===== config.mk =====
export PLATFORM = sky130hd
export DESIGN_NAME = htc_front
export DESIGN_NICKNAME = d
export VERILOG_FILES = /design/src/hdl/htc_pkg.sv /design/src/hdl/htc_front.sv
export SDC_FILE = /design/constraint.sdc
export NUM_CORES = 1
export LEC_CHECK = 0
export ABC_CLOCK_PERIOD_IN_PS = 3400
export BUFFER_PORTS_ARGS = -buffer_cell sky130_fd_sc_hd__buf_4
export CORE_AREA = 4 4 80 82
export DETAILED_ROUTE_END_ITERATION = 6
export DIE_AREA = 0 0 84 86
export GPL_TIMING_DRIVEN = 1
export PLACE_DENSITY = 0.66
export SLEW_MARGIN = 20
export SYNTH_ARGS = -nofsm -noshare
export SYNTH_HDL_FRONTEND = slang
export SYNTH_SLANG_ARGS = --single-unit

===== constraint.sdc =====
create_clock -name i_clk -period 3.4 [get_ports i_clk]
set_clock_uncertainty 0.15 [all_clocks]
set_input_delay 0.68 -clock i_clk [delete_from_list [all_inputs] [get_ports i_clk]]
set_output_delay 0.68 -clock i_clk [all_outputs]
set_load 0.005 [all_outputs]

===== src/hdl/htc_pkg.sv =====
// ----------------------------------------------------------------------------
// htc_pkg
// Shared types and constants of the per-host IPv4 traffic counter table.
// ----------------------------------------------------------------------------
package htc_pkg;

    localparam int TABLE_SIZE_DEF = 2048;
    localparam int QUEUE_DEPTH    = 2;

    localparam logic [6:0]  LINK_RESET = 7'd14;
    localparam logic [16:0] MIN_IP_HDR = 17'd20;
    localparam logic [3:0]  IP_V4      = 4'd4;
    localparam logic [7:0]  PROTO_TCP  = 8'd6;
    localparam logic [7:0]  PROTO_UDP  = 8'd17;

    localparam logic [1:0] STAT_OK      = 2'd0;
    localparam logic [1:0] STAT_SHORT   = 2'd1;
    localparam logic [1:0] STAT_BAD_VER = 2'd2;
    localparam logic [1:0] STAT_FRAG    = 2'd3;

    localparam logic [1:0] KIND_READ  = 2'd0;
    localparam logic [1:0] KIND_COUNT = 2'd1;
    localparam logic [1:0] KIND_DROP  = 2'd2;

    typedef struct packed {
        logic [1:0]  kind;
        logic [1:0]  status;
        logic        tcp;
        logic        udp;
        logic [31:0] src;
        logic [31:0] dst;
        logic [10:0] ridx;
    } t_cmd;

    typedef struct packed {
        logic [15:0] tx_udp;
        logic [15:0] rx_udp;
        logic [15:0] tx_tcp;
        logic [15:0] rx_tcp;
        logic [15:0] tx;
        logic [15:0] rx;
    } t_ctr;

endpackage


===== src/hdl/htc_front.sv =====
// ----------------------------------------------------------------------------
// htc_front
// Accepts request words, holds the link header size and classifies packets.
// ----------------------------------------------------------------------------
module htc_front (
    input  logic           i_clk,
    input  logic           i_rst_n,
    input  logic           i_cfg_wr,
    input  logic [6:0]     i_cfg_data,
    input  logic           i_valid,
    input  logic           i_req_type,
    input  logic [15:0]    i_captured_length,
    input  logic [3:0]     i_ip_version,
    input  logic [12:0]    i_frag_offset,
    input  logic [7:0]     i_protocol,
    input  logic [31:0]    i_src_addr,
    input  logic [31:0]    i_dst_addr,
    input  logic [10:0]    i_read_index,
    input  logic           i_q_full,
    output logic           o_push,
    output htc_pkg::t_cmd  o_cmd
);

    logic [6:0]    r_link;
    logic [16:0]   min_len;
    htc_pkg::t_cmd cmd;

    always_ff @(posedge i_clk) begin
        if (!i_rst_n) begin
            r_link <= htc_pkg::LINK_RESET;
        end else if (i_cfg_wr) begin
            r_link <= i_cfg_data;
        end
    end

    assign min_len = 17'(r_link) + htc_pkg::MIN_IP_HDR;

    always_comb begin
        cmd        = '0;
        cmd.tcp    = (i_protocol == htc_pkg::PROTO_TCP);
        cmd.udp    = (i_protocol == htc_pkg::PROTO_UDP);
        cmd.src    = i_src_addr;
        cmd.dst    = i_dst_addr;
        cmd.ridx   = i_read_index;
        cmd.status = htc_pkg::STAT_OK;
        if (i_req_type) begin
            cmd.kind = htc_pkg::KIND_READ;
        end else if (17'(i_captured_length) < min_len) begin
            cmd.kind   = htc_pkg::KIND_DROP;
            cmd.status = htc_pkg::STAT_SHORT;
        end else if (i_ip_version != htc_pkg::IP_V4) begin
            cmd.kind   = htc_pkg::KIND_DROP;
            cmd.status = htc_pkg::STAT_BAD_VER;
        end else if (i_frag_offset != 13'd0) begin
            cmd.kind   = htc_pkg::KIND_DROP;
            cmd.status = htc_pkg::STAT_FRAG;
        end else begin
            cmd.kind = htc_pkg::KIND_COUNT;
        end
    end

    assign o_push = i_valid && !i_q_full;
    assign o_cmd  = cmd;

endmodule


==> results.md, run 1 <==
* Status: finished, final reports clean
* Fill cells at around 660
* Max_cap viols at 0
* # setup viols final at 0
* Slew margin rel. at slightly above 80%
* Fraction of registers with async set/reset at 0%
* Max reg flops at 7
* CTS tree: yes
* VDD IR-drop max at roughly 0.00028 V
* Die W at ~84 um
* Hpwl dp at 2730 um
* Flop2flop setup slack at 2.60 ns
* Top Registers: r_link (7)
* Cell chosen for the clock root: clkbuf_8
* Post_cts resized at 0
* Total CTS buffers at 3
* Post-CTS setup buffer count at 0
* Tmin final at roughly 3.2 ns
* Slew Limit Fails at 0
* First-pass GRT wire length at approximately 4700 um
* Seq. cell area at around 140 um2
* Area of the mapped netlist at ~0.0012 mm2
* DP Cell Count at 205
* Static leakage at 0.569 nW
* Crit start category: register
* Crit path DAT at about 2.3 ns
* Clock-pin slew on the worst setup and hold paths at roughly 0.040 ns
* Ant diodes at 0
* Vias in the first global route at ~900
* Final nets at 272
* Total GRT Usage at under 10%
* First-iteration detailed-routing DRC count at 2
* Primary FF master, synth: dfxtp_1
* FF+latch count, synth at 7
* Synth cell count leaders: 75 x buf_4, 8 x ha_1, 7 x dfxtp_1
* Crit share post-route at between 90 and 100%
* Worst Max-Slew Pin Slew at roughly 0.28 ns
* Buffers on Ports at 60
* Critical path capture point type: output pin
* Highest metal used: met4
* Total wire length at between 3000 and 4000 um
* RePlAce Congestion at 0.713
* Crit Path Class: register to output pin
* Largest register by flop count: r_link
* Initial antenna violation count at 0
* Multi-input gate area at 477 um2
* Routed met2 length at 1410 um
* Sequential area share after synthesis at around an eighth
* RSZ-0062 raised after global routing: false
* Synth-to-layout area growth at 1.89%
* Clk sinks at 7
* Avg Inst Size Synth at roughly 8.2 um2
* Synth area leaders: buf_4 47%, dfxtp_1 12%, ha_1 8.4%
* Syn nets at ~280
* Max Fclk at roughly 320 MHz
* Clock Path Buffers at 2
* I/O pins at about 210
* Netlist cell types at 34
* DR vias/cell at between 4 and 5
* Most numerous cell in the Yosys netlist: buf_4
* Clk_lat worst skew at 0.22 ns
* Drt drc at 0
* Final hold viol count at 0
* Post-synth top area share at 47.1%
* Core region area at 0.00575 mm2
* Synth area leader: buf_4
* Antenna Nets Post-Route at 0
* Pin count of the biggest net entering global routing at 9
* Synth Area in Simple Gates at 16.6%
* Compound-Gate Fraction of Synth Area at under 10%
* Post-route setup TNS at 0 ns
* Mux contribution to synthesized area at 5.03%
* PwrDens at between 200 and 300 mW/mm2
* Hold Path Class: register to register
* CTS Hold Bufs at 0
* CP Max Fanout at 4
* WP data required at roughly 2.6 ns
* Syn Inst Count at approximately 150
* Post-synth EDFFs at 0
* Post-Synth Adder-Cell Area at between 8 and 9%
* Fin util at 21.2%
* Ys Warns at 0
* Pre-antenna DRT Iters at 4
* Via Count at roughly 860
* Share of cells above drive strength 1 at approximately 49%
* Total global routing overflow at 0
* Initial Utilization at 20.8%
* Post-Layout Cell Count at 209
* Post-Route M1 WL at a little over 900 um
* Die height at 86 um
* Combinational family with the most area after synthesis: buffers and inverters
* Met3 WL at roughly 540 um
* FP Rows at 28
* DR WL/cell at between 10 and 15 um
* Xor/xnor share of the synthesized area at between 2 and 2.5%
* Die ar. at between 0.007 and 0.008 mm2
* H-tree depth at 1
[path summary, 6_finish.rpt]
kind               endpoint  cells after the start  startpoint
setup / recovery  o_cmd[79]                      8   r_link[2]
hold / removal    r_link[1]                      2   r_link[1]
setup reg to reg  r_link[5]                      2   r_link[5]
hold reg to reg   r_link[1]                      2   r_link[1]
[stage by stage]
step	cell area, um2	worst slack [ns]	power, mW	hold WS, ns
CTS	1220	0.184	0.309	0.335
global placement	1170	0.309	0.191	0.323
global route	1220	0.0724	0.329	0.358
detailed placement	1170	0.293	0.192	0.326
finish	1220	0.236	0.306	0.330
floorplan	1190	0.643	0.204	0.309
[routing by layer]
metal	vias up	GRT usage, %
li1	394	-
met1	348	7.71
met2	86	12.7
met3	33	4.90
met4	0	5.41
met5	-	0
[critical path: stages (launching register included)]
cell and delay [ns]:
dfxtp_1 0.37, a21o_1 0.16, nand3_1 0.10, ha_1 0.19
or4_4 0.55, nor4_4 0.23, o211ai_2 0.17, and3_1 0.20
buf_4 0.13
[layout by cell type (no fill, tap or decap), types with 2 or more instances in the layout]
master,Yosys,routed
a21oi_1,3,3
buf_4,75,60
clkbuf_8,0,3
dfxtp_1,7,7
ha_1,8,8
inv_1,3,3
mux2i_1,6,6
nand2_1,6,6
nor2_1,3,3
nor2b_1,6,6
nor3_1,2,2
nor4_1,2,2
o21ai_0,2,2
xor2_1,2,2
[cell type report]
class                           count  area share (%)
Clock buffer                        4            3.70
Inverter                            3           0.925
Multi-Input combinational cell     60            39.2
Sequential cell                     7            11.5
Tap cell                           75            7.71
Timing Repair Buffer               60            37.0
[power breakdown]
part | internal [mW] | switching (mW) | total [mW]
sequential | 0.0876 | 0.00410 | 0.0917
combinational | 0.0652 | 0.0334 | 0.0985
clock | 0.0810 | 0.0345 | 0.115
[logic make-up (layout without fill, tap and decap cells)]
group / count (synthesis) / after routing
fa+ha+maj: 8 / 8
flops: 7 / 7
compound gates: 13 / 13
simple gates: 30 / 30
buf+inv: 79 / 67
mux: 6 / 6
xor+xnor: 3 / 3
No activity file was read; power rests on OpenSTA's default activity.
==> run 2, diff against run 1 <==
--- a/config.mk
+++ b/config.mk
@@ -12,6 +12,7 @@
 export DIE_AREA = 0 0 84 86
 export GPL_TIMING_DRIVEN = 1
 export PLACE_DENSITY = 0.66
+export RECOVER_POWER = 100
 export SLEW_MARGIN = 20
 export SYNTH_ARGS = -nofsm -noshare
 export SYNTH_HDL_FRONTEND = slang
==> results.md, run 2 (same netlist as run 1, synthesis figures left out) <==
* WP data required at 2.57 ns (about the same)
* Area after DPL at 0.00117 mm2 (unchanged)
* Die W at 84 um (unchanged)
* Vias in the first global route at 892 (unchanged)
* Die ar. at 0.00722 mm2 (unchanged)
* RSZ-0062 raised after global routing: false (unchanged)
* Status: finished, final reports clean (unchanged)
* Crit Path Class: register to output pin (unchanged)
* Tmin final at 3.17 ns (was 3.16 ns)
* Die height at 86 um (unchanged)
* CP Max Fanout at 4 (unchanged)
* Clk sinks at 7 (unchanged)
* GR Layer Usage met3 at 4.90% (unchanged)
* Post_cts resized at 0 (unchanged)
* Max_cap viols at 0 (unchanged)
* Core region area at 0.00575 mm2 (unchanged)
* Pre-antenna DRT Iters at 4 (unchanged)
* Clk_lat worst skew at 0.22 ns (about the same)
* Clock Path Buffers at 2 (unchanged)
* Total global routing overflow at 0 (unchanged)
* Drt drc at 0 (unchanged)
* I/O pins at 211 (unchanged)
* DP Cell Count at 205 (unchanged)
* Slew margin rel. at 68.1% (was 81.2%)
* Slew Limit Fails at 0 (unchanged)
* Largest register by flop count: r_link (unchanged)
* Top Registers: r_link (7) (unchanged)
* Static leakage at 0.559 nW (was 0.569 nW)
* First-iteration detailed-routing DRC count at 3 (was 2)
* DR WL/cell at 14.5 um (unchanged)
* Post-Layout Cell Count at 209 (unchanged)
* Final nets at 272 (unchanged)
* Most Used Layer, Global Route: met2 (unchanged)
* Most frequent standard cell in the layout excluding fill and tap cells: buf_4 (unchanged)
* Initial Utilization at 20.8% (unchanged)
* FP Rows at 28 (unchanged)
* Max Fclk at 316 MHz (about the same)
* Grt met2 use at 12.7% (unchanged)
* Total wire length at 3030 um (unchanged)
* Synth-to-layout area growth at 1.26% (was 1.89%)
* Post-CTS setup buffer count at 0 (unchanged)
* Cell chosen for the clock root: clkbuf_8 (unchanged)
* Ant diodes at 0 (unchanged)
* Post-route setup TNS at 0 ns (unchanged)
* Total CTS buffers at 3 (unchanged)
* Antenna Nets Post-Route at 0 (unchanged)
* CTS Hold Bufs at 0 (unchanged)
* Max reg flops at 7 (unchanged)
* Via Count at 854 (was 861)
* DR vias/cell at 4.09 (was 4.12)
* PwrDens at 252 mW/mm2 (was 251 mW/mm2)
* Commonest cells after routing, fill and taps aside: 54 x buf_4, 8 x ha_1, 7 x dfxtp_1 (was 60 x buf_4, 8 x ha_1, 7 x dfxtp_1)
* Hpwl dp at 2730 um (unchanged)
* Hold Path Class: register to register (unchanged)
* Final setup margin at 0.231 ns (was 0.236 ns)
* Met1 GRT Util at 7.71% (unchanged)
* Final Power at 304 uW (was 306 uW)
* CTS tree: yes (unchanged)
* Total GRT Usage at 7.96% (unchanged)
* VDD IR-drop max at 0.000280 V (was 0.000283 V)
* # setup viols final at 0 (unchanged)
* Fin util at 21.1% (was 21.2%)
* Pin count of the biggest net entering global routing at 9 (unchanged)
* Initial antenna violation count at 0 (unchanged)
* First-pass GRT wire length at 4650 um (unchanged)
* Hold slack at 0.331 ns (was 0.330 ns)
* Share of cells above drive strength 1 at 47.8% (was 49.3%)
* Crit path DAT at 2.34 ns (was 2.33 ns)
* Crit start category: register (unchanged)
* Worst Max-Slew Pin Slew at 0.479 ns (was 0.279 ns)
* Final hold viol count at 0 (unchanged)
* H-tree depth at 1 (unchanged)
* Crit share post-route at 93.2% (was 93.1%)
* Buffers on Ports at 60 (unchanged)
* Pre-CTS setup slack at 0.293 ns (unchanged)
* RePlAce Congestion at 0.713 (unchanged)
* Critical path capture point type: output pin (unchanged)
* Final design instance area without fill at 0.00121 mm2 (was 0.00122 mm2)
* Clock-pin slew on the worst setup and hold paths at 0.04 ns (about the same)
run 2: cell count changes in the layout (fill, tap and decap cells not counted):
cell and delta:
buf_4 -6, clkbuf_1 +2, clkbuf_4 +4
run 2: path summary, 6_finish.rpt:
kind              from         to  slack (ns)  cells past startpoint
min          r_link[1]  r_link[1]        0.33                      2
min reg2reg  r_link[1]  r_link[1]        0.33                      2
max reg2reg  r_link[5]  r_link[5]        2.60                      2
max          r_link[2]  o_cmd[79]        0.23                      8
run 2: power breakdown:
group	internal, mW	switching [mW]	total [mW]
clock network	0.0809	0.0338	0.115
registers	0.0876	0.00411	0.0918
logic	0.0646	0.0333	0.0979
total	0.233	0.0712	0.304
run 2: layout make-up:
| cell class | count | area [um2] |
|---|---|---|
| Clock buffer | 4 | 45.0 |
| Multi-Input combinational cell | 60 | 477 |
| Fill cell | 660 | 4540 |
| Sequential cell | 7 | 140 |
| Inverter | 3 | 11.3 |
| Tap cell | 75 | 93.8 |
| Timing Repair Buffer | 60 | 443 |
run 2: layer usage:
layer / share of wire, % / vias up
li1: - / 394
met1: 30 / 343
met2: 46 / 85
met3: 18 / 32
met4: 5.4 / 0
met5: 0 / -
run 2: worst max-delay path, stage by stage, from the launching register on:
cell      delay, ns
dfxtp_1        0.38
a21o_1         0.17
nand3_1        0.10
ha_1           0.19
or4_4          0.55
nor4_4         0.23
o211ai_2       0.17
and3_1         0.20
clkbuf_4       0.13
==> run 3, diff against run 2 <==
--- a/config.mk
+++ b/config.mk
@@ -13,6 +13,7 @@
 export GPL_TIMING_DRIVEN = 1
 export PLACE_DENSITY = 0.66
 export RECOVER_POWER = 100
+export REMOVE_ABC_BUFFERS = 1
 export SLEW_MARGIN = 20
 export SYNTH_ARGS = -nofsm -noshare
 export SYNTH_HDL_FRONTEND = slang
==> results.md, run 3 (same netlist as run 1, synthesis figures left out) <==
* VDD IR-drop max at 0.000252 V (was 0.000280 V)
* Crit path DAT at 2.39 ns (was 2.34 ns)
* FP Rows at 28 (unchanged)
* Pre-antenna DRT Iters at 4 (unchanged)
* Max_cap viols at 0 (unchanged)
* Tmin final at 3.22 ns (was 3.17 ns)
* Crit Path Class: register to output pin (unchanged)
* Pin count of the biggest net entering global routing at 9 (unchanged)
* Most frequent standard cell in the layout excluding fill and tap cells: buf_4 (unchanged)
* CP Max Fanout at 4 (unchanged)
* Commonest cells after routing, fill and taps aside: 54 x buf_4, 8 x ha_1, 7 x dfxtp_1 (unchanged)
* Via Count at 951 (was 854)
* Ant diodes at 0 (unchanged)
* Cell chosen for the clock root: clkbuf_8 (unchanged)
* Hpwl dp at 9490 um (was 2730 um)
* H-tree depth at 1 (unchanged)
* DR WL/cell at 46.9 um (was 14.5 um)
* Max Fclk at 310 MHz (was 316 MHz)
* Buffers on Ports at 60 (unchanged)
* Vias in the first global route at 919 (was 892)
* Fill cells at 688 (was 660)
* Worst Max-Slew Pin Slew at 0.500 ns (was 0.479 ns)
* Drt drc at 0 (unchanged)
* Final nets at 272 (unchanged)
* Antenna Nets Post-Route at 0 (unchanged)
* Reg2reg path depth at 2 (unchanged)
* Initial Utilization at 20.8% (unchanged)
* Clk sinks at 7 (unchanged)
* CTS Hold Bufs at 0 (unchanged)
* Crit share post-route at 94.7% (was 93.2%)
* Hold slack at 0.333 ns (was 0.331 ns)
* Final design instance area without fill at 0.00120 mm2 (was 0.00121 mm2)
* Static leakage at 0.552 nW (was 0.559 nW)
* Critical path capture point type: output pin (unchanged)
* RePlAce Congestion at 0.941 (was 0.713)
* Area after DPL at 0.00117 mm2 (unchanged)
* WP data required at 2.57 ns (about the same)
* Clk_lat worst skew at 0.22 ns (about the same)
* Max reg flops at 7 (unchanged)
* Core region area at 0.00575 mm2 (unchanged)
* DR vias/cell at 4.55 (was 4.09)
* Int Power at 233 uW (about the same)
* Die W at 84 um (unchanged)
* Die ar. at 0.00722 mm2 (unchanged)
* Gate power share at 32.5% (was 32.2%)
* Slew Limit Fails at 0 (unchanged)
* Post-CTS setup buffer count at 0 (unchanged)
* I/O pins at 211 (unchanged)
* Post_cts resized at 0 (unchanged)
* Sw frac at 23.3% (was 23.4%)
* # setup viols final at 0 (unchanged)
* First-pass GRT wire length at 11,800 um (was 4650 um)
* Slew margin rel. at 66.7% (was 68.1%)
* RSZ-0062 raised after global routing: false (unchanged)
* Top Registers: r_link (7) (unchanged)
* Synth-to-layout area growth at 0.628% (was 1.26%)
* Net switching power at 70.5 uW (was 71.2 uW)
* Clock-pin slew on the worst setup and hold paths at 0.04 ns (about the same)
* Sequential share of power at 30.3% (was 30.1%)
* Final hold viol count at 0 (unchanged)
* Cells on Worst Hold Path at 2 (unchanged)
* Clock Path Buffers at 2 (unchanged)
* Fin util at 20.9% (was 21.1%)
* Total global routing overflow at 0 (unchanged)
* Post-route setup TNS at 0 ns (unchanged)
* Final setup margin at 0.179 ns (was 0.231 ns)
* First-iteration detailed-routing DRC count at 24 (was 3)
* PwrDens at 252 mW/mm2 (about the same)
* Total CTS buffers at 3 (unchanged)
* Clk network pwr share at 37.2% (was 37.7%)
* Crit start category: register (unchanged)
* CTS tree: yes (unchanged)
* Initial antenna violation count at 0 (unchanged)
* Total GRT Usage at 26.1% (was 7.96%)
* Pre-CTS setup slack at 0.272 ns (was 0.293 ns)
* Status: finished, final reports clean (unchanged)
* Largest register by flop count: r_link (unchanged)
* Hold Path Class: register to register (unchanged)
* Total wire length at 9800 um (was 3030 um)
* Share of cells above drive strength 1 at 46.3% (was 47.8%)
* Die height at 86 um (unchanged)
==> run 3: cell counts in the layout (fill, tap and decap cells not counted) <==
No cell type changed its count.
==> run 3: worst max-delay path: stages, from the launching register on <==
cell and delay (ns):
dfxtp_1 0.38, a21o_1 0.16, nand3_1 0.10, ha_1 0.19, or4_4 0.55, nor4_4 0.26
o211ai_2 0.18, and3_1 0.21, clkbuf_4 0.13
==> run 3: final timing paths <==
kind	from	endpoint	slack, ns
min reg2reg	r_link[1]	r_link[1]	0.33
max	r_link[2]	o_cmd[79]	0.18
min	r_link[1]	r_link[1]	0.33
max reg2reg	r_link[4]	r_link[4]	2.59
==> run 3: per-stage QoR <==
step	power [mW]	std cells
floorplan	0.131	70
global placement	0.191	205
detailed placement	0.193	205
CTS	0.309	209
global route	0.327	209
finish	0.303	209
==> run 3: power groups by stage <==
| stage | combinational (mW) | sequential [mW] | clock (mW) |
|---|---|---|---|
| after floorplan | 0.0390 | 0.0920 | 0 |
| after global placement | 0.0984 | 0.0927 | 0 |
| after detailed placement | 0.100 | 0.0930 | 0 |
| after CTS | 0.101 | 0.0917 | 0.116 |
| after global routing | 0.111 | 0.0924 | 0.124 |
| final | 0.0984 | 0.0918 | 0.113 |
==> run 3: layout make-up <==
type                    count  area (um2)  area share [%]
flip-flops and latches      7         140            11.7
multi-input cells          60         477            39.6
clock buffers               4        45.0            3.75
well taps                  75        93.8            7.80
repair buffers             60         435            36.2
inverters                   3        11.3           0.937
==> run 3: layer usage <==
| layer | wire [um] | up-vias | track usage, % |
|---|---|---|---|
| met1 | 943 | 364 | 7.43 |
| met2 | 5510 | 183 | 52.4 |
| met4 | 284 | 0 | 6.87 |
| met5 | 0 | - | 0 |
| li1 | - | 390 | - |
| met3 | 3060 | 14 | 38.6 |
