[src/hdl/htc_pkg.sv]
// ----------------------------------------------------------------------------
// htc_pkg
// Shared types and constants of the per-host IPv4 traffic counter table.
// ----------------------------------------------------------------------------
package htc_pkg;

    localparam int TABLE_SIZE_DEF = 2048;
    localparam int QUEUE_DEPTH    = 2;

    localparam logic [6:0]  LINK_RESET = 7'd14;
    localparam logic [16:0] MIN_IP_HDR = 17'd20;
    localparam logic [3:0]  IP_V4      = 4'd4;
    localparam logic [7:0]  PROTO_TCP  = 8'd6;
    localparam logic [7:0]  PROTO_UDP  = 8'd17;

    localparam logic [1:0] STAT_OK      = 2'd0;
    localparam logic [1:0] STAT_SHORT   = 2'd1;
    localparam logic [1:0] STAT_BAD_VER = 2'd2;
    localparam logic [1:0] STAT_FRAG    = 2'd3;

    localparam logic [1:0] KIND_READ  = 2'd0;
    localparam logic [1:0] KIND_COUNT = 2'd1;
    localparam logic [1:0] KIND_DROP  = 2'd2;

    typedef struct packed {
        logic [1:0]  kind;
        logic [1:0]  status;
        logic        tcp;
        logic        udp;
        logic [31:0] src;
        logic [31:0] dst;
        logic [10:0] ridx;
    } t_cmd;

    typedef struct packed {
        logic [15:0] tx_udp;
        logic [15:0] rx_udp;
        logic [15:0] tx_tcp;
        logic [15:0] rx_tcp;
        logic [15:0] tx;
        logic [15:0] rx;
    } t_ctr;

endpackage

[src/hdl/htc_queue.sv]
// ----------------------------------------------------------------------------
// htc_queue
// Short command queue between the classifier and the table engine.
// ----------------------------------------------------------------------------
module htc_queue (
    input  logic           i_clk,
    input  logic           i_rst_n,
    input  logic           i_push,
    input  htc_pkg::t_cmd  i_cmd,
    input  logic           i_pop,
    output logic           o_full,
    output logic           o_empty,
    output htc_pkg::t_cmd  o_head
);

    localparam int PW = (htc_pkg::QUEUE_DEPTH > 1) ? $clog2(htc_pkg::QUEUE_DEPTH) : 1;
    localparam int CW = $clog2(htc_pkg::QUEUE_DEPTH + 1);

    htc_pkg::t_cmd r_slot [htc_pkg::QUEUE_DEPTH];
    logic [PW-1:0] r_wptr;
    logic [PW-1:0] r_rptr;
    logic [CW-1:0] r_count;

    function automatic logic [PW-1:0] f_inc(input logic [PW-1:0] p);
        f_inc = (p == PW'(htc_pkg::QUEUE_DEPTH - 1)) ? '0 : p + 1'b1;
    endfunction

    always_ff @(posedge i_clk) begin
        if (i_push) begin
            r_slot[r_wptr] <= i_cmd;
        end
    end

    always_ff @(posedge i_clk) begin
        if (!i_rst_n) begin
            r_wptr  <= '0;
            r_rptr  <= '0;
            r_count <= '0;
        end else begin
            if (i_push) begin
                r_wptr <= f_inc(r_wptr);
            end
            if (i_pop) begin
                r_rptr <= f_inc(r_rptr);
            end
            if (i_push && !i_pop) begin
                r_count <= r_count + 1'b1;
            end else if (i_pop && !i_push) begin
                r_count <= r_count - 1'b1;
            end
        end
    end

    assign o_full  = (r_count == CW'(htc_pkg::QUEUE_DEPTH));
    assign o_empty = (r_count == '0);
    assign o_head  = r_slot[r_rptr];

endmodule

[config.mk]
export PLATFORM = sky130hd
export DESIGN_NAME = htc_queue
export DESIGN_NICKNAME = d
export VERILOG_FILES = /design/src/hdl/htc_pkg.sv /design/src/hdl/htc_queue.sv
export SDC_FILE = /design/constraint.sdc
export NUM_CORES = 1
export LEC_CHECK = 0
export BUFFER_PORTS_ARGS = -buffer_cell sky130_fd_sc_hd__buf_2
export CELL_PAD_IN_SITES_DETAIL_PLACEMENT = 1
export CELL_PAD_IN_SITES_GLOBAL_PLACEMENT = 2
export CORE_UTILIZATION = 39
export CTS_BUF_LIST = sky130_fd_sc_hd__clkbuf_8
export DETAILED_ROUTE_END_ITERATION = 8
export HOLD_SLACK_MARGIN = 0.12
export PLACE_DENSITY_LB_ADDON = 0.1
export REMOVE_ABC_BUFFERS = 1
export SLEW_MARGIN = 10
export SYNTH_ARGS = -nofsm -noshare
export SYNTH_HDL_FRONTEND = slang
export SYNTH_SLANG_ARGS = --single-unit
[constraint.sdc]
create_clock -name i_clk -period 6.95 [get_ports i_clk]
set_input_delay 1.0425 -clock i_clk [delete_from_list [all_inputs] [get_ports i_clk]]
set_output_delay 1.0425 -clock i_clk [all_outputs]
set_load 0.05 [all_outputs]
==> results of run 1 <==
[synth_stat cells (all sizes together)]
library cell and n:
xor2 2, dfxtp 5, and2b 1, edfxtp 162, inv 1, a21boi 1
and2 4, o21a 1, nor2 1, buf 9, o21ai 1, nor2b 2
xnor2 1, mux2 81, ha 1, or3 1
[logic make-up after synthesis]
logic type	after synthesis	synth area share (%)
compound gates	3	0.3286
xor+xnor	3	0.4313
fa+ha+maj	1	0.2053
buf+inv	10	1.663
flops	167	81.48
mux	81	14.97
simple gates	9	0.9240
[power groups by stage]
| stage | registers (mW) | clock network [mW] | logic (mW) |
|---|---|---|---|
| after floorplan | 1.21 | 0 | 0.271 |
| after detailed placement | 1.22 | 0 | 0.363 |
| final | 1.19 | 0.702 | 0.358 |
| after CTS | 1.19 | 0.731 | 0.364 |
| after global routing | 1.20 | 0.764 | 0.376 |
| after global placement | 1.22 | 0 | 0.360 |
[state kept, by name, summed over array words and instances, names as in the netlist, named ones only]
register / count
r_rptr: 1
r_count: 2
r_slot: 162
r_wptr: 1
[through the flow]
step           instance area (um2)  instances  power, mW
2_1_floorplan                 5996        265      1.481
3_3_place_gp                  7096        622      1.575
3_5_place_dp                  7096        622      1.580
4_1_cts                       7495        652      2.289
5_1_grt                       7495        652      2.340
6_report                      7495        652      2.254
[worst max-delay path, delay by kind of cell (launching register included)]
kind | cells | cell delay (ps)
buffers and inverters | 1 | 220
muxes | 1 | 440
DFF | 1 | 1050
[cell type report]
type                            instances  area (um2)
Clock buffer                           17       234.0
Clock inverter                         13       165.2
Inverter                                1       3.754
Fill cell                            1449        7707
Sequential cell                       167        4969
Timing Repair Buffer                  169       850.8
Tap cell                              188       235.2
Multi-Input combinational cell         97        1037
[routing by layer]
metal  vias up  track usage (%)  part of all wire [%]
li1       1437                -                     -
met4         2            6.513                   1.5
met3        13            5.318                   6.2
met5         -                0                  0.11
met1      1521            17.28                    43
met2        99            23.17                    49
[worst paths after layout]
kind,end,cells past startpoint
max reg2reg,r_slot[0][19],2
max,o_head[30],2
min reg2reg,r_count[1],2
min,r_count[1],2
==> impl_metrics.env, run 1 <==
export IMPL_cts_setup_buffers=0
export IMPL_max_slew_margin_rel_pct=23.16
export IMPL_synth_area_per_cell_um2=22.24
export IMPL_post_cts_hold_buffer_count=0
export IMPL_die_h_um=127.0
export IMPL_worstReg2RegStart="r_wptr"
export IMPL_grt_max_degree=82
export IMPL_total_overflow_reported_by_the_global_router=0
export IMPL_clk_sinks=167
export IMPL_post_synth_num_cell_types=17
export IMPL_drive_gt1_share_pct=60.34
export IMPL_grt_pass1_vias=3177
export IMPL_setup_worst_path_start_class="flop"
export IMPL_antenna_found_initial=1
export IMPL_first_iter_violations=124
export IMPL_netlist_top_cell_by_area="edfxtp_1"
export IMPL_share_comb_of_total_power_pct=15.9
export IMPL_worst_endpoint_arrival_ps=2260
export IMPL_clock_tree_from_tritoncts="done"
export IMPL_placement_io_buffers=167
export IMPL_power_switching_fraction_pct=26.85
export IMPL_switching_power_uw=605.2
export IMPL_period_share_pct=47.58
export IMPL_post_synth_top_area_fraction_pct=79.84
export IMPL_detail_route_drc_violations=0
export IMPL_max_cap_viol_count=0
export IMPL_worst_pin_slew_ps=1153
export IMPL_grt_setup_unrepaired="no"
export IMPL_route_antenna_remaining_nets=0
export IMPL_max_freq_mhz=302.4
export IMPL_synth_yosys_seq_area_share_pct=81.48
export IMPL_synthesis_area_um2=6093
export IMPL_finalWorstSetupSlack_ps=3643
export IMPL_totalWireLength_um=11330
export IMPL_floorplan_die_width_um=127.0
export IMPL_drt_wirelength_per_cell_um=17.38
export IMPL_power_frac_seq_pct=52.9
export IMPL_detailed_place_hpwl_um=7058
export IMPL_detailedPlace_worstSlack_ps=4083
export IMPL_crit_path_max_incr_delay_ps=1050
export IMPL_viasPerCell=4.712
export IMPL_clk_latency_ps=420
export IMPL_hold_worst_slack_ps=523.0
export IMPL_cts_buffers_inserted=17
export IMPL_irDropWorstVdd_mv=0.1331
export IMPL_power_static_leakage_nw=2.802
export IMPL_gp_routability_congestion=0.6601
export IMPL_floorplan_rows=45
export IMPL_power_density_cell_area_nw_per_um2=300.7
export IMPL_mostFrequentLayoutCell="buf_2"
export IMPL_hold_start="r_count[1]"
export IMPL_finalCriticalPeriod_ps=3307
export IMPL_syn2layout_area_growth_pct=23.00
export IMPL_synthesis_instances=274
export IMPL_internal_power_mw=1.649
export IMPL_setup_tns_final_ps=0
export IMPL_start_util_pct=40.08
export IMPL_finClkSkew_ps=5.954
export IMPL_report_final_setup_viol=0
export IMPL_timing_worst_setup_path_type="reg -> out"
export IMPL_holdCritPathClass="reg -> reg"
export IMPL_pin_count=168
export IMPL_first_pass_grt_wire_length_um=16750
export IMPL_worstPathCellList="mux2_2, buf_2"
export IMPL_path_clk_slew_ps=80
export IMPL_core_area_um2=15200
export IMPL_cts_htree_levels=4
export IMPL_run_status="completed"
export IMPL_crit_path_top_delay_cell="dfxtp_4"
export IMPL_cp_required_ps=5910
export IMPL_groute_usage_overall_pct=14.37
export IMPL_num_antenna_cells=0
export IMPL_cts_root_buffer="clkbuf_8"
export IMPL_cts_root_to_sink_buffers=2
export IMPL_ff2ff_setup_slack_ps=5020
export IMPL_layout_core_utilization_pct=49.30
export IMPL_netlist_top_cells_area="edfxtp_1 (80%), mux2_2 (15%), dfxtp_1 (1.6%), buf_6 (1.5%), and2_1 (0.41%)"
export IMPL_vias=3072
export IMPL_drt_pre_antenna_iters=4
export IMPL_fin_nets=539
export IMPL_postSynthRegisterBits=167
export IMPL_clock_power_share_pct=31.2
export IMPL_final_hold_viol_count=0
export IMPL_layout_common_cells="buf_2 (167), edfxtp_1 (162), mux2_2 (81), clkbuf_8 (17)"
export IMPL_kind_of_capture_point_of_the_worst_setup_path="primary output"
export IMPL_drv_slew=0
export IMPL_timing_critical_path_fanout_max=81
export IMPL_yosys_warnings=0
export IMPL_post_cts_resize_count=0
export IMPL_floorplan_die_area_um2=16130
No activity file was read; power rests on OpenSTA's default activity.
==> inputs of run 2 (changes only) <==
Settings changed: ABC_AREA from default to 1, CORE_UTILIZATION 39 to 36.
Clock period 6.95 ns to 2.9 ns, I/O delays scaled along.
==> run 2 against run 1 <==
Effect of this change:
- synthesized cell count up 4.7%
- hold slack worse by 340 ps
- sequential cell count unchanged
- die area increased by 15%
- final cell count increased by 8.9%
- non-clock buffer count up 4
- count of clock-buffer cells in the layout stayed put
- clock skew about the same
- worst setup slack got worse by 3200 ps
- routed wire length is 4.5% higher
- combinational power up 140%
==> impl_metrics.env, run 2 <==
export IMPL_run_status="completed"
export IMPL_vias=3128
export IMPL_cts_root_buffer="clkbuf_8"
export IMPL_synth_cells_most_frequent="edfxtp_1 (162), mux2_4 (80), nor2_1 (9)"
export IMPL_synth_yosys_seq_area_share_pct=76.66
export IMPL_netlist_top_cell_by_area="edfxtp_1"
export IMPL_grt_pass1_vias=3364
export IMPL_share_comb_of_total_power_pct=16.8
export IMPL_synthesis_area_um2=6476
export IMPL_core_area_um2=17420
export IMPL_totalWireLength_um=11850
export IMPL_finalWorstSetupSlack_ps=469.3
export IMPL_clock_tree_from_tritoncts="done"
export IMPL_synth_most_common_cell="edfxtp_1"
export IMPL_registers_top_by_ff_count="r_slot"
export IMPL_main_combinational_cell_family_by_area_after_synthesis="multiplexers"
export IMPL_post_synth_top_area_fraction_pct=75.12
export IMPL_syn2layout_area_growth_pct=21.75
export IMPL_layout_filler_cell_count=1703
export IMPL_grt_setup_unrepaired="no"
export IMPL_route_antenna_remaining_nets=0
export IMPL_drt_pre_antenna_iters=4
export IMPL_report_final_setup_viol=0
export IMPL_internal_power_mw=3.757
export IMPL_finClkSkew_ps=6.214
export IMPL_groute_usage_overall_pct=13.44
export IMPL_die_h_um=136.1
export IMPL_yosys_area_share_simple_pct=1.159
export IMPL_post_cts_resize_count=0
export IMPL_layout_core_utilization_pct=45.27
export IMPL_postSynth_topFlopCell="edfxtp_1"
export IMPL_cts_buffers_inserted=17
export IMPL_grt_max_degree=51
export IMPL_gp_routability_congestion=0.6641
export IMPL_detailed_place_hpwl_um=7987
export IMPL_post_synth_num_cell_types=14
export IMPL_viasPerCell=4.406
export IMPL_floorplan_die_area_um2=18530
export IMPL_yosys_warnings=0
export IMPL_synth_area_per_cell_um2=22.57
export IMPL_clk_latency_ps=430
export IMPL_setup_worst_path_start_class="flop"
export IMPL_synthesis_instances=287
export IMPL_final_hold_viol_count=0
export IMPL_clock_power_share_pct=29.0
export IMPL_max_freq_mhz=411.4
export IMPL_worst_pin_slew_ps=706.2
export IMPL_synth_area_mux_share_pct=18.72
export IMPL_switching_power_mw=1.465
export IMPL_pin_count=168
export IMPL_synth_xor_xnor_area_share_pct=0
export IMPL_fin_nets=556
export IMPL_drive_gt1_share_pct=59.42
export IMPL_worst_endpoint_arrival_ps=2000
export IMPL_antenna_found_initial=2
export IMPL_drt_wirelength_per_cell_um=16.68
export IMPL_cts_root_to_sink_buffers=2
export IMPL_netlist_top_cells_area="edfxtp_1 (75%), mux2_4 (19%), buf_12 (2.5%), dfxtp_1 (1.5%), nor2_1 (0.52%)"
export IMPL_floorplan_rows=48
export IMPL_power_switching_fraction_pct=28.05
export IMPL_detail_route_drc_violations=0
export IMPL_clk_sinks=167
export IMPL_period_share_pct=83.82
export IMPL_irDropWorstVdd_mv=0.2664
export IMPL_synth_compound_gate_area_share_pct=0.1546
export IMPL_timing_worst_setup_path_type="reg -> out"
export IMPL_start_util_pct=37.18
export IMPL_area_sequential_um2=4969
export IMPL_multiInputGateArea_um2=1318
export IMPL_power_static_leakage_nw=3.143
export IMPL_synth_fa_ha_area_share_pct=0.1932
export IMPL_post_cts_hold_buffer_count=0
export IMPL_drv_slew=0
export IMPL_detailedPlace_worstSlack_ps=900.3
export IMPL_power_density_cell_area_nw_per_um2=662.3
export IMPL_cts_setup_buffers=0
export IMPL_mostFrequentLayoutCell="buf_2"
export IMPL_postSynthRegisterBits=167
export IMPL_floorplan_die_width_um=136.1
export IMPL_kind_of_capture_point_of_the_worst_setup_path="primary output"
export IMPL_layout_common_cells="buf_2 (167), edfxtp_1 (162), mux2_4 (80), clkbuf_8 (17)"
export IMPL_synth_enable_flop_cells=162
export IMPL_first_pass_grt_wire_length_um=18060
export IMPL_placement_io_buffers=167
export IMPL_cts_htree_levels=4
export IMPL_cp_required_ps=2470
export IMPL_biggestRegsByFlops="r_slot x162, r_count x2"
export IMPL_finalCriticalPeriod_ps=2431
export IMPL_flip_flop_count_of_the_largest_register_after_layout=162
export IMPL_first_iter_violations=132
export IMPL_path_clk_slew_ps=90
export IMPL_holdCritPathClass="in -> reg"
export IMPL_power_frac_seq_pct=54.3
export IMPL_share_of_flip_flops_with_an_asynchronous_set_or_reset_after_synthesis_pct=0
export IMPL_total_overflow_reported_by_the_global_router=0
export IMPL_max_slew_margin_rel_pct=52.92
export IMPL_timing_critical_path_fanout_max=31
export IMPL_max_cap_viol_count=0
[run 2: cell type report]
| type | instances | area share [%] |
|---|---|---|
| Timing Repair Buffer | 173 | 11.65 |
| Sequential cell | 167 | 63.01 |
| Antenna cell | 2 | 0.06347 |
| Clock inverter | 15 | 1.634 |
| Clock buffer | 17 | 2.967 |
| Inverter | 8 | 0.3967 |
| Multi-Input combinational cell | 103 | 16.71 |
| Tap cell | 225 | 3.570 |
[run 2: power groups by stage]
| stage | sequential (mW) | combinational (mW) | clock [mW] |
|---|---|---|---|
| after global placement | 2.88 | 0.884 | 0 |
| after global routing | 2.85 | 0.928 | 1.67 |
| after floorplan | 2.91 | 0.663 | 0 |
| final | 2.83 | 0.877 | 1.51 |
| after detailed placement | 2.89 | 0.892 | 0 |
| after CTS | 2.84 | 0.894 | 1.59 |
[run 2: final timing paths]
path / startpoint / to / slack, ps / cells after the start
max: flop / o_head[66] / 470 / 3
min: i_cmd[40] / r_slot[0][40] / 180 / 1
max reg2reg: r_wptr / r_slot[0][18] / 1470 / 2
min reg2reg: r_rptr / r_rptr / 510 / 2
[run 2: logic make-up after synthesis]
logic type               Yosys count
adder cells (fa/ha/maj)            1
AND/OR/NAND/NOR                   19
buffers and inverters             17
AO/OA/AOI/OAI                      2
multiplexers                      81
flip-flops                       167
[run 2: metrics by stage]
step	hold WS (ps)	area [um2]	TNS [ps]	instances	power, mW
after floorplan	463.5	6305	-223270	278	3.577
after global placement	479.5	7517	0	676	3.768
after detailed placement	497.6	7517	0	676	3.784
after CTS	136.7	7880	0	708	5.324
after global routing	134.7	7880	0	708	5.446
final	179.6	7885	0	710	5.222
[run 2: layer usage]
metal  up-vias  track usage (%)  wire length, um
li1       1480                -                -
met3         8            5.779             1043
met4         0            5.370              109
met2       112            21.01             5721
met1      1528            16.28             4970
met5         -                0                0
[run 2: worst max-delay path, stage by stage (launching register included)]
cell and delay (ps):
dfxtp_4 650, buf_12 300, mux2_4 340, buf_2 210
==> inputs of run 3 (changes only) <==
Settings changed: CORE_UTILIZATION 36 to 40.
Clock period 2.9 ns to 2.4 ns, I/O delays scaled along.
==> run 3 against run 2 <==
Effect of this change:
- sequential cell count did not move
- hold slack better by 12 ps
- non-clock buffer count grew 81
- via count is 11% higher
- highest routed layer unchanged
- clock skew grew 3.8 ps
==> impl_metrics.env, run 3 (synthesized netlist as in run 2, its figures left out) <==
export IMPL_run_status="completed"
export IMPL_reg_to_reg_endpoint="r_slot[1][80]"
export IMPL_max_cap_viol_count=0
export IMPL_max_slew_margin_rel_pct=69.66
export IMPL_drt_wirelength_per_cell_um=16.17
export IMPL_postLayoutCellArea_um2=8721
export IMPL_setup_tns_final_ps=0
export IMPL_hold_worst_slack_ps=191.7
export IMPL_die_h_um=129.2
export IMPL_timing_critical_path_fanout_max=19
export IMPL_placement_io_buffers=167
export IMPL_start_util_pct=40.92
export IMPL_cp_bufs_invs=2
export IMPL_finalCriticalPeriod_ps=2278
export IMPL_timing_worst_setup_path_type="reg -> out"
export IMPL_clk_latency_ps=440
export IMPL_holdPathStages=3
export IMPL_detailedPlace_worstSlack_ps=569.7
export IMPL_layout_common_cells="buf_2 (167), edfxtp_1 (162), dlygate4sd3_1 (81), mux2_4 (80), clkbuf_8 (17)"
export IMPL_post_cts_hold_buffer_count=81
export IMPL_groute_usage_overall_pct=15.56
export IMPL_path_clk_slew_ps=70
export IMPL_report_final_setup_viol=0
export IMPL_route_antenna_remaining_nets=0
export IMPL_cts_setup_buffers=0
export IMPL_drt_pre_antenna_iters=4
export IMPL_grt_setup_unrepaired="no"
export IMPL_floorplan_rows=46
export IMPL_post_layout_total_power_mw=6.541
export IMPL_crit_path_top_delay_cell="dfxtp_4"
export IMPL_clk_sinks=167
export IMPL_first_iter_violations=176
export IMPL_drv_slew=0
export IMPL_fin_nets=637
export IMPL_worstReg2RegStart="r_wptr"
export IMPL_grt_max_degree=73
export IMPL_ff2ff_setup_slack_ps=930
export IMPL_mostFrequentLayoutCell="buf_2"
export IMPL_finalWorstSetupSlack_ps=122.4
export IMPL_biggestRegsByFlops="r_slot x162, r_count x2"
export IMPL_max_freq_mhz=439.1
export IMPL_cts_buffers_inserted=17
export IMPL_floorplan_die_area_um2=16700
export IMPL_worst_endpoint_arrival_ps=1920
export IMPL_clock_tree_from_tritoncts="done"
export IMPL_worstPathCellList="buf_4, mux2_4, buf_2"
export IMPL_cts_htree_levels=4
export IMPL_finClkSkew_ps=9.996
export IMPL_kind_of_capture_point_of_the_worst_setup_path="primary output"
export IMPL_crit_path_max_incr_delay_ps=600
export IMPL_irDropWorstVdd_mv=0.4074
export IMPL_antenna_found_initial=0
export IMPL_grt_pass1_vias=3818
export IMPL_holdCritPathClass="in -> reg"
export IMPL_drive_gt1_share_pct=50.18
export IMPL_pin_count=168
export IMPL_detailed_place_hpwl_um=8029
export IMPL_flip_flop_count_of_the_largest_register_after_layout=162
export IMPL_min_delay_endpoint="r_wptr"
export IMPL_worst_pin_slew_ps=454.0
export IMPL_core_area_um2=15830
export IMPL_num_antenna_cells=0
export IMPL_syn2layout_area_growth_pct=34.66
export IMPL_post_cts_resize_count=0
export IMPL_worst_r2r_cell_count=3
export IMPL_first_pass_grt_wire_length_um=18690
export IMPL_vias=3482
export IMPL_power_static_leakage_nw=3.512
export IMPL_cts_root_buffer="clkbuf_8"
export IMPL_power_density_cell_area_nw_per_um2=750.1
export IMPL_cp_required_ps=2040
export IMPL_setup_worst_path_start_class="flop"
export IMPL_cts_root_to_sink_buffers=2
export IMPL_period_share_pct=94.90
export IMPL_floorplan_die_width_um=129.2
export IMPL_cp_top_family="flip-flops"
export IMPL_detail_route_drc_violations=0
export IMPL_final_hold_viol_count=0
export IMPL_registers_top_by_ff_count="r_slot"
export IMPL_viasPerCell=4.464
export IMPL_total_overflow_reported_by_the_global_router=0
export IMPL_place_area_um2=7531
export IMPL_totalWireLength_um=12610
export IMPL_gp_routability_congestion=0.6509
export IMPL_hold_start="i_rst_n"
run 3: cell count changes in the layout (fill, tap and decap cells not counted):
cell           previous run  this run
inv_1                     7        10
diode_2                   2         0
bufinv_16                 1         3
clkinv_1                  2         3
dlygate4sd3_1             0        81
clkinvlp_4                2         1
buf_12                    3         5
clkinv_2                  4         6
clkinv_4                  4         0
inv_6                     3         0
buf_4                     3         1
run 3: how the worst max path moves through the flow:
stage	endpoint	slack, ps	cells past startpoint
after floorplan	r_slot[0][0]	-1920	2
after global placement	o_head[30]	580	3
after detailed placement	o_head[30]	570	3
after CTS	o_head[30]	70	3
after global routing	o_head[30]	20	3
final	o_head[65]	120	3
run 3: report_power, final:
group | switching, mW | internal (mW)
clock network | 0.945 | 0.996
logic | 0.734 | 0.443
registers | 0.0553 | 3.37
total | 1.73 | 4.81
run 3: area by class of cell:
class | count | area, um2
clock buffer | 17 | 234.0
clock inverter | 15 | 145.1
fill | 1525 | 7107
inverter | 8 | 31.28
multi-input combinational | 103 | 1318
sequential | 167 | 4969
tap | 216 | 270.3
timing repair buffer | 254 | 1754
run 3: through the flow:
stage	instances	utilization [%]
6_report	780	55.10
5_1_grt	780	55.10
4_1_cts	780	55.10
3_5_place_dp	667	47.58
3_3_place_gp	667	47.58
2_1_floorplan	278	-
run 3: metal layers:
| metal | track usage (%) | share of wire, % | up-vias |
|---|---|---|---|
| li1 | - | - | 1642 |
| met2 | 29.25 | 55 | 102 |
| met5 | 0 | 0 | - |
| met3 | 4.294 | 5.2 | 17 |
| met4 | 7.474 | 1.8 | 0 |
| met1 | 15.81 | 38 | 1721 |
run 3: tightest hold or removal path, stage by stage:
cell and delay, ps:
buf_2 130, nand2_1 70, nor2_1 30
